**src/design/lpfw_pkg.sv**
```systemverilog
// ----------------------------------------------------------------------------
// lpfw_pkg
// Shared types, constants and the LED-to-colour map for the LED PWM frame
// word generator.
// ----------------------------------------------------------------------------
package lpfw_pkg;

    localparam int CHIP_COUNT_DEF = 2;
    localparam int SLOT_COUNT     = 255;
    localparam int LED_COUNT      = 7;
    localparam int CH_PER_CHIP    = 16;
    localparam int USED_CH        = 3 * LED_COUNT;
    localparam int LED_W          = 3;
    localparam int COLOUR_W       = 24;

    typedef enum logic [1:0] {
        OP_STORE   = 2'd0,
        OP_PRESENT = 2'd1,
        OP_FETCH   = 2'd2
    } t_opcode;

    typedef enum logic [2:0] {
        ST_IDLE    = 3'b001,
        ST_FETCH   = 3'b010,
        ST_PRESENT = 3'b100
    } t_state;

    typedef enum logic [1:0] {
        PART_BLUE  = 2'd0,
        PART_RED   = 2'd1,
        PART_GREEN = 2'd2
    } t_part;

    // stored LED that feeds output LED i
    function automatic logic [LED_W-1:0] led_map(input logic [LED_W-1:0] i);
        logic [LED_W-1:0] m;
        case (i)
            3'd0:    m = 3'd0;
            3'd1:    m = 3'd1;
            3'd2:    m = 3'd3;
            3'd3:    m = 3'd5;
            3'd4:    m = 3'd6;
            3'd5:    m = 3'd2;
            3'd6:    m = 3'd4;
            default: m = 3'd0;
        endcase
        return m;
    endfunction

endpackage

```
**src/design/lpfw_bank_ram.sv**
```systemverilog
// ----------------------------------------------------------------------------
// lpfw_bank_ram
// Two brightness banks, one row of sixteen channel bytes per chip. Byte-wide
// write, whole-row registered read. Rows never written read as zero.
// ----------------------------------------------------------------------------
module lpfw_bank_ram
    import lpfw_pkg::*;
#(
    parameter int CHIP_COUNT = CHIP_COUNT_DEF,
    localparam int ROWS  = 2 * CHIP_COUNT,
    localparam int ROW_W = $clog2(ROWS)
) (
    input  logic                            i_clk,
    input  logic                            i_rst_n,
    input  logic                            i_wr_en,
    input  logic [ROW_W-1:0]                i_wr_row,
    input  logic [3:0]                      i_wr_byte,
    input  logic [7:0]                      i_wr_data,
    input  logic                            i_rd_en,
    input  logic [ROW_W-1:0]                i_rd_row,
    output logic [CH_PER_CHIP-1:0][7:0]     o_rd_data
);

    logic [CH_PER_CHIP-1:0][7:0] r_mem [ROWS];
    logic [ROWS-1:0]             r_row_vld;
    logic [CH_PER_CHIP-1:0][7:0] r_rd_data;
    logic                        r_rd_ok;

    always_ff @(posedge i_clk) begin
        if (i_wr_en) begin
            r_mem[i_wr_row][i_wr_byte] <= i_wr_data;
        end
        if (i_rd_en) begin
            r_rd_data <= r_mem[i_rd_row];
        end
    end

    always_ff @(posedge i_clk) begin
        if (!i_rst_n) begin
            r_row_vld <= '0;
            r_rd_ok   <= 1'b0;
        end else begin
            if (i_wr_en) begin
                r_row_vld[i_wr_row] <= 1'b1;
            end
            if (i_rd_en) begin
                r_rd_ok <= r_row_vld[i_rd_row];
            end
        end
    end

    assign o_rd_data = r_rd_ok ? r_rd_data : '0;

endmodule

```
**src/design/led_pwm_frame_word_generator.sv**
```systemverilog
// ----------------------------------------------------------------------------
// led_pwm_frame_word_generator
// Thermometer-coded, active-low PWM shift-out words for a chain of
// sixteen-channel LED driver chips, double-buffered picture banks.
//
//  channel   dir  tdata (low bit up)                         tuser / tlast
//  s_axis    in   led_index[2:0] red[10:3] green[18:11]      tuser: opcode
//                 blue[26:19], zero pad to 32
//  m_axis    out  drive_word[15:0]                           tlast: frame_end
//                                                            tuser: bank_switched
//
// A store beat writes the colour store. A fetch beat does a bank row read,
// then the compare; the result register frees the input side, a stalled word
// holds the next fetch in its compare cycle. A present beat sweeps one channel
// byte per cycle through the colour store read port.
// Synchronous active-low reset; all stores read zero after reset.
// ----------------------------------------------------------------------------
module led_pwm_frame_word_generator
    import lpfw_pkg::*;
#(
    parameter int CHIP_COUNT = CHIP_COUNT_DEF
) (
    input  logic        i_clk,
    input  logic        i_rst_n,
    input  logic        i_s_axis_tvalid,
    output logic        o_s_axis_tready,
    input  logic [31:0] i_s_axis_tdata,   // led_index, red, green, blue
    input  logic [1:0]  i_s_axis_tuser,   // opcode
    output logic        o_m_axis_tvalid,
    input  logic        i_m_axis_tready,
    output logic [15:0] o_m_axis_tdata,   // drive_word
    output logic        o_m_axis_tlast,   // frame_end
    output logic [0:0]  o_m_axis_tuser    // bank_switched
);

    localparam int NCH   = CH_PER_CHIP * CHIP_COUNT;
    localparam int CHW   = $clog2(NCH);
    localparam int CW    = $clog2(CHIP_COUNT);
    localparam int ROWS  = 2 * CHIP_COUNT;
    localparam int ROW_W = $clog2(ROWS);

    t_state             r_state;
    logic               r_active;
    logic               r_ready;
    logic [7:0]         r_slot;
    logic [CW-1:0]      r_pos;

    logic [COLOUR_W-1:0] r_col_mem [LED_COUNT];
    logic [LED_COUNT-1:0] r_col_vld;
    logic [COLOUR_W-1:0] r_col_rd;
    logic               r_col_ok;

    logic [CHW-1:0]     r_ch;
    logic [LED_W-1:0]   r_led;
    t_part              r_part;
    logic               r_issue;
    logic               r_p_vld;
    logic [CHW-1:0]     r_p_ch;
    t_part              r_p_part;
    logic               r_p_used;

    logic               r_out_vld;
    logic [15:0]        r_out_word;
    logic               r_out_last;
    logic               r_out_sw;

    logic               w_accept;
    t_opcode            w_op;
    logic [LED_W-1:0]   w_idx;
    logic [COLOUR_W-1:0] w_colour;
    logic               w_out_free;
    logic [CW-1:0]      w_chip;
    logic               w_rd_en;
    logic [ROW_W-1:0]   w_rd_row;
    logic [ROW_W-1:0]   w_wr_row;
    logic [7:0]         w_wr_data;
    logic [COLOUR_W-1:0] w_col;
    logic [CH_PER_CHIP-1:0][7:0] w_row;
    logic [15:0]        w_word;
    logic               w_slot_end;
    logic               w_frame_end;

    assign o_s_axis_tready = (r_state == ST_IDLE);
    assign w_accept = i_s_axis_tvalid && o_s_axis_tready;
    assign w_op     = t_opcode'(i_s_axis_tuser);
    assign w_idx    = i_s_axis_tdata[2:0];
    assign w_colour = {i_s_axis_tdata[10:3], i_s_axis_tdata[18:11], i_s_axis_tdata[26:19]};

    assign w_out_free = !r_out_vld || i_m_axis_tready;

    // bank row read for a fetch
    assign w_chip   = CW'(CHIP_COUNT - 1) - r_pos;
    assign w_rd_en  = w_accept && (w_op == OP_FETCH);
    assign w_rd_row = (r_active ? ROW_W'(CHIP_COUNT) : '0) + ROW_W'(w_chip);

    // present sweep: write into the idle bank
    assign w_wr_row = (r_active ? '0 : ROW_W'(CHIP_COUNT)) + ROW_W'(r_p_ch[CHW-1:4]);
    assign w_col    = r_col_ok ? r_col_rd : '0;

    always_comb begin
        w_wr_data = '0;
        if (r_p_used) begin
            case (r_p_part)
                PART_BLUE:  w_wr_data = w_col[7:0];
                PART_RED:   w_wr_data = w_col[23:16];
                PART_GREEN: w_wr_data = w_col[15:8];
                default:    w_wr_data = '0;
            endcase
        end
    end

    lpfw_bank_ram #(
        .CHIP_COUNT (CHIP_COUNT)
    ) u_bank_ram (
        .i_clk     (i_clk),
        .i_rst_n   (i_rst_n),
        .i_wr_en   (r_p_vld),
        .i_wr_row  (w_wr_row),
        .i_wr_byte (r_p_ch[3:0]),
        .i_wr_data (w_wr_data),
        .i_rd_en   (w_rd_en),
        .i_rd_row  (w_rd_row),
        .o_rd_data (w_row)
    );

    always_comb begin
        for (int k = 0; k < CH_PER_CHIP; k++) begin
            w_word[k] = !(w_row[k] >= r_slot);
        end
    end

    assign w_slot_end  = (r_pos == CW'(CHIP_COUNT - 1));
    assign w_frame_end = w_slot_end && (r_slot == 8'(SLOT_COUNT));

    // colour store
    always_ff @(posedge i_clk) begin
        if (w_accept && (w_op == OP_STORE) && (w_idx < LED_W'(LED_COUNT))) begin
            r_col_mem[w_idx] <= w_colour;
        end
        if (r_state == ST_PRESENT) begin
            r_col_rd <= r_col_mem[led_map(r_led)];
        end
    end

    always_ff @(posedge i_clk) begin
        if (r_state == ST_PRESENT && r_issue) begin
            r_p_ch   <= r_ch;
            r_p_part <= r_part;
            r_p_used <= (r_ch < CHW'(USED_CH));
        end
        if (r_state == ST_FETCH && w_out_free) begin
            r_out_word <= w_word;
            r_out_last <= w_frame_end;
            r_out_sw   <= w_frame_end && r_ready;
        end
    end

    always_ff @(posedge i_clk) begin
        if (!i_rst_n) begin
            r_state   <= ST_IDLE;
            r_active  <= 1'b0;
            r_ready   <= 1'b0;
            r_slot    <= 8'd1;
            r_pos     <= '0;
            r_col_vld <= '0;
            r_col_ok  <= 1'b0;
            r_ch      <= '0;
            r_led     <= '0;
            r_part    <= PART_BLUE;
            r_issue   <= 1'b0;
            r_p_vld   <= 1'b0;
            r_out_vld <= 1'b0;
        end else begin
            if (r_state == ST_FETCH && w_out_free) begin
                r_out_vld <= 1'b1;
            end else if (i_m_axis_tready) begin
                r_out_vld <= 1'b0;
            end
            case (r_state)
                ST_IDLE: begin
                    if (w_accept) begin
                        case (w_op)
                            OP_STORE: begin
                                if (w_idx < LED_W'(LED_COUNT)) begin
                                    r_col_vld[w_idx] <= 1'b1;
                                end
                            end
                            OP_PRESENT: begin
                                r_state <= ST_PRESENT;
                                r_ch    <= '0;
                                r_led   <= '0;
                                r_part  <= PART_BLUE;
                                r_issue <= 1'b1;
                                r_p_vld <= 1'b0;
                            end
                            OP_FETCH: begin
                                r_state <= ST_FETCH;
                            end
                            default: begin
                            end
                        endcase
                    end
                end
                ST_FETCH: begin
                    if (w_out_free) begin
                        r_state   <= ST_IDLE;
                        if (w_slot_end) begin
                            r_pos <= '0;
                            if (w_frame_end) begin
                                r_slot <= 8'd1;
                                if (r_ready) begin
                                    r_active <= !r_active;
                                    r_ready  <= 1'b0;
                                end
                            end else begin
                                r_slot <= r_slot + 8'd1;
                            end
                        end else begin
                            r_pos <= r_pos + CW'(1);
                        end
                    end
                end
                ST_PRESENT: begin
                    r_p_vld <= r_issue;
                    if (r_issue) begin
                        r_col_ok <= r_col_vld[led_map(r_led)];
                        r_ch     <= r_ch + CHW'(1);
                        if (r_part == PART_GREEN) begin
                            r_part <= PART_BLUE;
                            r_led  <= r_led + LED_W'(1);
                        end else begin
                            r_part <= t_part'(r_part + 2'd1);
                        end
                        if (r_ch == CHW'(NCH - 1)) begin
                            r_issue <= 1'b0;
                        end
                    end
                    if (!r_issue && r_p_vld) begin
                        r_state <= ST_IDLE;
                        r_ready <= 1'b1;
                    end
                end
                default: begin
                    r_state <= ST_IDLE;
                end
            endcase
        end
    end

    assign o_m_axis_tvalid   = r_out_vld;
    assign o_m_axis_tdata    = r_out_word;
    assign o_m_axis_tlast    = r_out_last;
    assign o_m_axis_tuser[0] = r_out_sw;

    a_switch_on_frame_end: assert property (@(posedge i_clk) disable iff (!i_rst_n)
        o_m_axis_tvalid |-> (!o_m_axis_tuser[0] || o_m_axis_tlast))
        else $error("bank switch flagged off a frame end");

    a_fetch_enters_compare: assert property (@(posedge i_clk) disable iff (!i_rst_n)
        (w_accept && w_op == OP_FETCH) |=> (r_state == ST_FETCH))
        else $error("fetch beat did not reach the compare cycle");

    a_ready_clears_by_switch: assert property (@(posedge i_clk) disable iff (!i_rst_n)
        ($fell(r_ready) && $past(i_rst_n)) |-> (r_active != $past(r_active)))
        else $error("ready picture dropped without a bank switch");

    a_no_write_outside_present: assert property (@(posedge i_clk) disable iff (!i_rst_n)
        r_p_vld |-> (r_state == ST_PRESENT))
        else $error("bank write outside a present sweep");

endmodule
```
**config.mk**
```make
export PLATFORM = sky130hd
export DESIGN_NAME = led_pwm_frame_word_generator
export DESIGN_NICKNAME = d
export VERILOG_FILES = /design/src/design/lpfw_pkg.sv /design/src/design/lpfw_bank_ram.sv /design/src/design/led_pwm_frame_word_generator.sv
export SDC_FILE = /design/constraint.sdc
export NUM_CORES = 1
export LEC_CHECK = 0
export BUFFER_PORTS_ARGS = -buffer_cell sky130_fd_sc_hd__buf_2
export CAP_MARGIN = 20
export CORE_ASPECT_RATIO = 1.25
export CORE_MARGIN = 1.5
export CORE_UTILIZATION = 60
export DETAILED_ROUTE_END_ITERATION = 8
export GPL_ROUTABILITY_DRIVEN = 0
export HOLD_SLACK_MARGIN = 0.08
export PLACE_DENSITY = 0.75
export SYNTH_ARGS = -nofsm -noshare
export SYNTH_HDL_FRONTEND = slang
export SYNTH_HIERARCHICAL = 1
export SYNTH_SLANG_ARGS = --single-unit
```
**constraint.sdc**
```tcl
create_clock -name i_clk -period 8.5 [get_ports i_clk]
set_input_delay 1.275 -clock i_clk [delete_from_list [all_inputs] [get_ports i_clk]]
set_output_delay 1.275 -clock i_clk [all_outputs]
set_load 0.1 [all_outputs]
```
# Word level (Yosys, flattened, before mapping)
# Memory sizes are Yosys's and may differ from the RTL's. A register that Yosys moved wholly into a read port is not among the register bits.
# Index checks and enable logic that the tools add are counted.
dict set report word_totals {
  ff_bits 66
  out_inout_bits 20
  mem_count 2
  ram_bits 680
  word_cells 192
  in_bits 38
}
dict set report op_classes {
  n_addsub 8
  reduce_logical 47
  order_cmp 26
  eq_ne 25
  bitwise 2
  mux 61
}
# memory depth word_bits rd rd_ports_with_merged_regs write_ports line_no
set mem_list {}
lappend mem_list {u_bank_ram.r_mem 4 128 1 1 1 lpfw_bank_ram.sv:24} ;# logic [CH_PER_CHIP-1:0][7:0] r_mem [ROWS];
lappend mem_list {r_col_mem 7 24 1 1 1 led_pwm_frame_word_generator.sv:48} ;# logic [COLOUR_W-1:0] r_col_mem [LED_COUNT];
# operator n
set op_table {}
lappend op_table {{128-bit 2-to-1 mux} 2}
lappend op_table {{8-bit >= comparator} 16}
lappend op_table {{3-bit 2-to-1 mux} 11}
lappend op_table {{8-bit demux with 4-bit select} 1}
lappend op_table {{24-bit 2-to-1 mux} 1}
lappend op_table {{8-bit 2-to-1 mux} 3}
lappend op_table {{8-bit one-hot mux with 3 select lines} 1}
lappend op_table {{1-bit 2-to-1 mux} 20}
lappend op_table {{1-bit zero test} 19}
lappend op_table {{3-bit one-hot mux with 6 select lines} 1}
lappend op_table {{5-bit 2-to-1 mux} 3}
lappend op_table {{5-bit AND reduction} 3}
lappend op_table {{3-bit == test (second input constant)} 4}
lappend op_table {{1-bit logical AND} 12}
lappend op_table {{2-bit 2-to-1 mux} 6}
lappend op_table {{3-bit one-hot mux with 2 select lines} 2}
lappend op_table {{4-bit AND reduction} 3}
lappend op_table {{5-bit one-hot mux with 2 select lines} 1}
lappend op_table {{3-bit by 2-bit == test with 1-bit output (second input constant)} 3}
lappend op_table {{3-bit one-hot mux with 3 select lines} 1}
lappend op_table {{8-bit by 1-bit adder with 8-bit output (second input constant)} 1}
lappend op_table {{8-bit == test (second input constant)} 1}
lappend op_table {{3-bit by 4-bit < comparator with 1-bit output (second input constant)} 2}
lappend op_table {{2-bit by 1-bit inequality test with 1-bit output (second input constant)} 4}
lappend op_table {{other kinds (32)} 48}

# Depth between registers and ports, before layout
dict set report logic_depth {
  ltp_word 7
  ltp_mapped 10
  mapped_depth_nobuf 8
}

# Hierarchy
# The synthesis kept the hierarchy.
# module area_per_inst_um2 seq_area_each_um2 n_inst cells_each
set modules_own_cells {}
lappend modules_own_cells {lpfw_bank_ram 23882.9 19318.5 1 1056}
lappend modules_own_cells {led_pwm_frame_word_generator 12515.8 7247.0 1 1049}

# Worst setup path after synthesis
# OpenSTA, ideal clock, no wires.
dict set report synth_path {
  path_kind {flip-flop to flip-flop}
  from {reg r_state[0]}
  to {reg u_bank_ram.r_rd_ok}
  arrival_ns 5.504
  stages_incl_launch_ff 5
  setup_time_ns 0.092
  t_required_ns 8.408
  setup_slack_ns 2.904
  path_buffers 0
  period_less_slack_ns 5.596
  cell_sequence {dfxtp_1 nor3b_2 and3_1 nand3_1 o221ai_1}
}
dict set report synth_between {
  elab_chain_cells 3
}
# element line_no
set synth_lines {}
lappend synth_lines {{start, declared} led_pwm_frame_word_generator.sv:42} ;# t_state r_state;
lappend synth_lines {{start signal, assigned} led_pwm_frame_word_generator.sv:160} ;# r_state <= ST_IDLE;
lappend synth_lines {{start signal, assigned} led_pwm_frame_word_generator.sv:189} ;# r_state <= ST_PRESENT;
lappend synth_lines {{start signal, assigned} led_pwm_frame_word_generator.sv:197} ;# r_state <= ST_FETCH;
lappend synth_lines {{3-bit by 1-bit == test with 1-bit output} led_pwm_frame_word_generator.sv:83} ;# assign o_s_axis_tready = (r_state == ST_IDLE);
lappend synth_lines {{net o_s_axis_tready} led_pwm_frame_word_generator.sv:26} ;# output logic o_s_axis_tready,
lappend synth_lines {{1-bit logical AND} led_pwm_frame_word_generator.sv:84} ;# assign w_accept = i_s_axis_tvalid && o_s_axis_tready;
lappend synth_lines {{1-bit logical AND} led_pwm_frame_word_generator.sv:93} ;# assign w_rd_en = w_accept && (w_op == OP_FETCH);
lappend synth_lines {{net w_rd_en} led_pwm_frame_word_generator.sv:73} ;# logic w_rd_en;
lappend synth_lines {{end signal, assigned} lpfw_bank_ram.sv:47} ;# r_rd_ok <= r_row_vld[i_rd_row];
lappend synth_lines {{end, declared} lpfw_bank_ram.sv:27} ;# logic r_rd_ok;
# The timed path passes the listed nets, and every way through them passes these cells.
# A chain may end at the register's enable or synchronous reset.

# Worst setup path in the final report
dict set report layout_path {
  from {reg r_state[0]}
  to {out o_s_axis_tready}
}
dict set report layout_between {
  elab_chain_cells 1
}
# element line_no
set layout_lines {}
lappend layout_lines {{3-bit by 1-bit == test with 1-bit output} led_pwm_frame_word_generator.sv:83}
lappend layout_lines {{end, declared} led_pwm_frame_word_generator.sv:26}
# No other way between the ends.

==> flow_summary_export.csv <==
group,metric,value,unit
power_and_ir_drop,power_density,209,mW/mm2
clocking,cts_tree,"done",
finish,multi_input_area,0.00932,mm2
synthesis,syn_nets,2279,
worst_setup_path,cp_top_family,"simple AND/OR/NAND/NOR gates",
synthesis,syn-cell-area,0.0364,mm2
synthesis,yosys_warnings,6,
synthesis,synth_edf_count,858,
synthesis,avgSynthCellArea,17.3,um2
sta,relSlewSlack,35.9,%
clocking,cts_num_sinks,898,
global_route,grtUsageTotal,24.0,%
clocking,clk_transition_reported_paths,0.06,ns
placement,dp_hpwl,41300,um
floorplan,coreArea,0.0598,mm2
floorplan,die_w,223,um
clocking,postCtsSetupBuffers,0,
synthesis,yosys-top-cells-area,"edfxtp_1 71%, mux4_2 8.0%, ha_1 4.7%",
clocking,clk_latency,0.64,ns
drt,wirelength,72800,um
run_status,status,"completed",
finish,antennaDiodeCount,0,
worst_setup_path,critPathKind,"reg -> out",
global_route,antenna_found_initial,0,
finish,final_core_util,67.9,%
sta,fmax,293,MHz
floorplan,die_h,278,um
worst_setup_path,arrival,2.14,ns
global_route,grt_first_pass_wirelength,111000,um
drt,ant_nets,0,
worst_setup_path,cpMaxStageDelayCell,"nor3b_2",
sta,holdWs,0.461,ns
sta,clock_skew,0.0281,ns
clocking,htreeDepth,3,
worst_setup_path,required,7.22,ns
sta,hold_violations,0,
clocking,postCtsHoldBufs,0,
sta,tightest_slew,0.962,ns
synthesis,yosysMostFrequentCell,"edfxtp_1",
synthesis,yosysSeqAreaShare,73.0,%
clocking,cts-root-buf,"clkbuf_16",
drt,vias_per_cell,6.12,
finish,area_growth,11.6,%
synthesis,ys.flop_type,"edfxtp_1",
worst_setup_path,crit_path_end_kind,"primary output",
job,cap_viol_max_count,0,
synthesis,synth_top_area_share,70.8,%
power_and_ir_drop,p_leak,14.5,nW
floorplan,die_area,0.0622,mm2
drt,dr.pass1.iters,5,
sta,slew_viol_final,0,
worst_setup_path,cpPeakStageDelay,0.53,ns
sta,rsz0062_at_grt,"false",
worst_hold_path,hp-class,"reg -> reg",
placement,io_buffers,52,
drt,wire_per_inst,23.7,um
sta,period_share,40.2,%
drt,drtIter0Drc,1329,
finish,drive_gt1_share,19.5,%
finish,seqCellArea,0.0266,mm2
global_route,gr-total-overflow,0,
finish,fillers,3830,
worst_setup_path,cp-start-kind,"register",
clocking,cts-buffers-inserted,83,
synthesis,ys_types,44,
synthesis,yosysTopAreaCell,"edfxtp_1",
sta,period_minus_slack,3.42,ns
floorplan,num_io_pins,58,
clocking,cts_resized,0,
synthesis,synth_seq_cells,898,
floorplan,initial_core_util,60.9,%
worst_setup_path,critPathBufInv,1,
worst_setup_path,crit_fanout,7,
clocking,clock_path_buffers,3,
worst_setup_path,cp_cell_sequence,"nor3b_2 -> buf_2",
synthesis,syn-instance-count,2105,
sta,setup_violations,0,
finish,nets,2415,
global_route,grt_max_degree,87,
global_route,first_global_vias,19500,
synthesis,async_flop_share,0,%
drt,vias,18800,
drt,drt_drc_violations_left,0,
floorplan,placementRows,100,
sta,tns,0,ns
power_and_ir_drop,peakVddDrop,0.207,mV
synthesis,synthTopCellsByCount,"858 x edfxtp_1, 164 x nand2_1, 137 x and2_1",
[path summary, 6_finish.rpt]
kind | cells past startpoint | slack (ns) | end | from
worst min register to register | 1 | 0.46 | r_col_vld[3] | r_col_vld[3]
worst max register to register | 6 | 5.29 | u_bank_ram/r_mem[1][65] | r_active
worst min-delay path | 1 | 0.46 | r_col_vld[3] | r_col_vld[3]
worst max-delay path | 2 | 5.08 | o_s_axis_tready | r_state[0]
[cell type report]
class                      count  share of cell area, %
timing repair buffer         152                   2.48
multi-input combinational   1073                   22.9
sequential                   898                   65.4
clock buffer                 117                   5.63
inverter                      33                  0.323
clock inverter                37                  0.832
tap                          765                   2.36
[per-stage QoR]
step           setup slack [ns]  cells  area [um2]  power (mW)
3_3_place_gp               4.73   2872       37600        4.99
3_5_place_dp               4.65   2903       37800        4.99
6_report                   5.08   3075       40600        8.48
5_1_grt                    5.02   3075       40600        8.70
4_1_cts                    4.74   3057       40500        8.53
2_1_floorplan              2.90   2105       36400        4.96
[flip-flops by register name, indices dropped and copies added, names as in the netlist, 5 cells and up]
name,cells
r_slot,8
r_col_vld,7
u_bank_ram/r_rd_data,128
r_p_ch,5
o_m_axis_tdata,16
u_bank_ram/r_mem,512
r_col_mem,168
r_col_rd,24
r_ch,5
[power by group]
group	internal [mW]	switching, mW
clock	2.04	1.55
sequential	4.82	0.00788
combinational	0.0192	0.0540
total	6.87	1.61
[metal layers]
layer  part of all wire, %  track usage [%]
met5                     0                0
met4                   4.4             11.4
met3                   5.5             3.75
met2                    52             42.7
met1                    38             28.7
[worst register-to-register path, cell delays in order (launching register included)]
cell	delay, ns
dfxtp_4	0.64
buf_16	0.31
inv_1	0.24
nand2b_1	0.48
buf_4	0.37
nor3_1	0.58
buf_4	0.27
[kinds of logic after synthesis]
logic type      synth area share, %
flops                          73.0
simple gates                   7.95
compound gates                 4.09
mux                            8.28
fa+ha+maj                      4.67
buf+inv                        1.77
xor+xnor                      0.241
[cells in the final DEF, fill, tap and decap left out, drive strengths merged, types with 7 or more instances in the layout]
cell    instances
edfxtp        858
nand2         164
buf           147
and2          137
ha            136
mux4          129
clkbuf        122
nand3          75
nor3           69
nor2           62
a21o           50
dfxtp          40
a31oi          36
inv            36
a21oi          29
clkinv         26
o21ai          25
nand2b         24
a311oi         24
a31o           24
o21a           12
mux2i          11
xnor2          10
nor2b           9
nand3b          8
a21boi          7
Note: power is estimated with default switching activity, not from simulation.
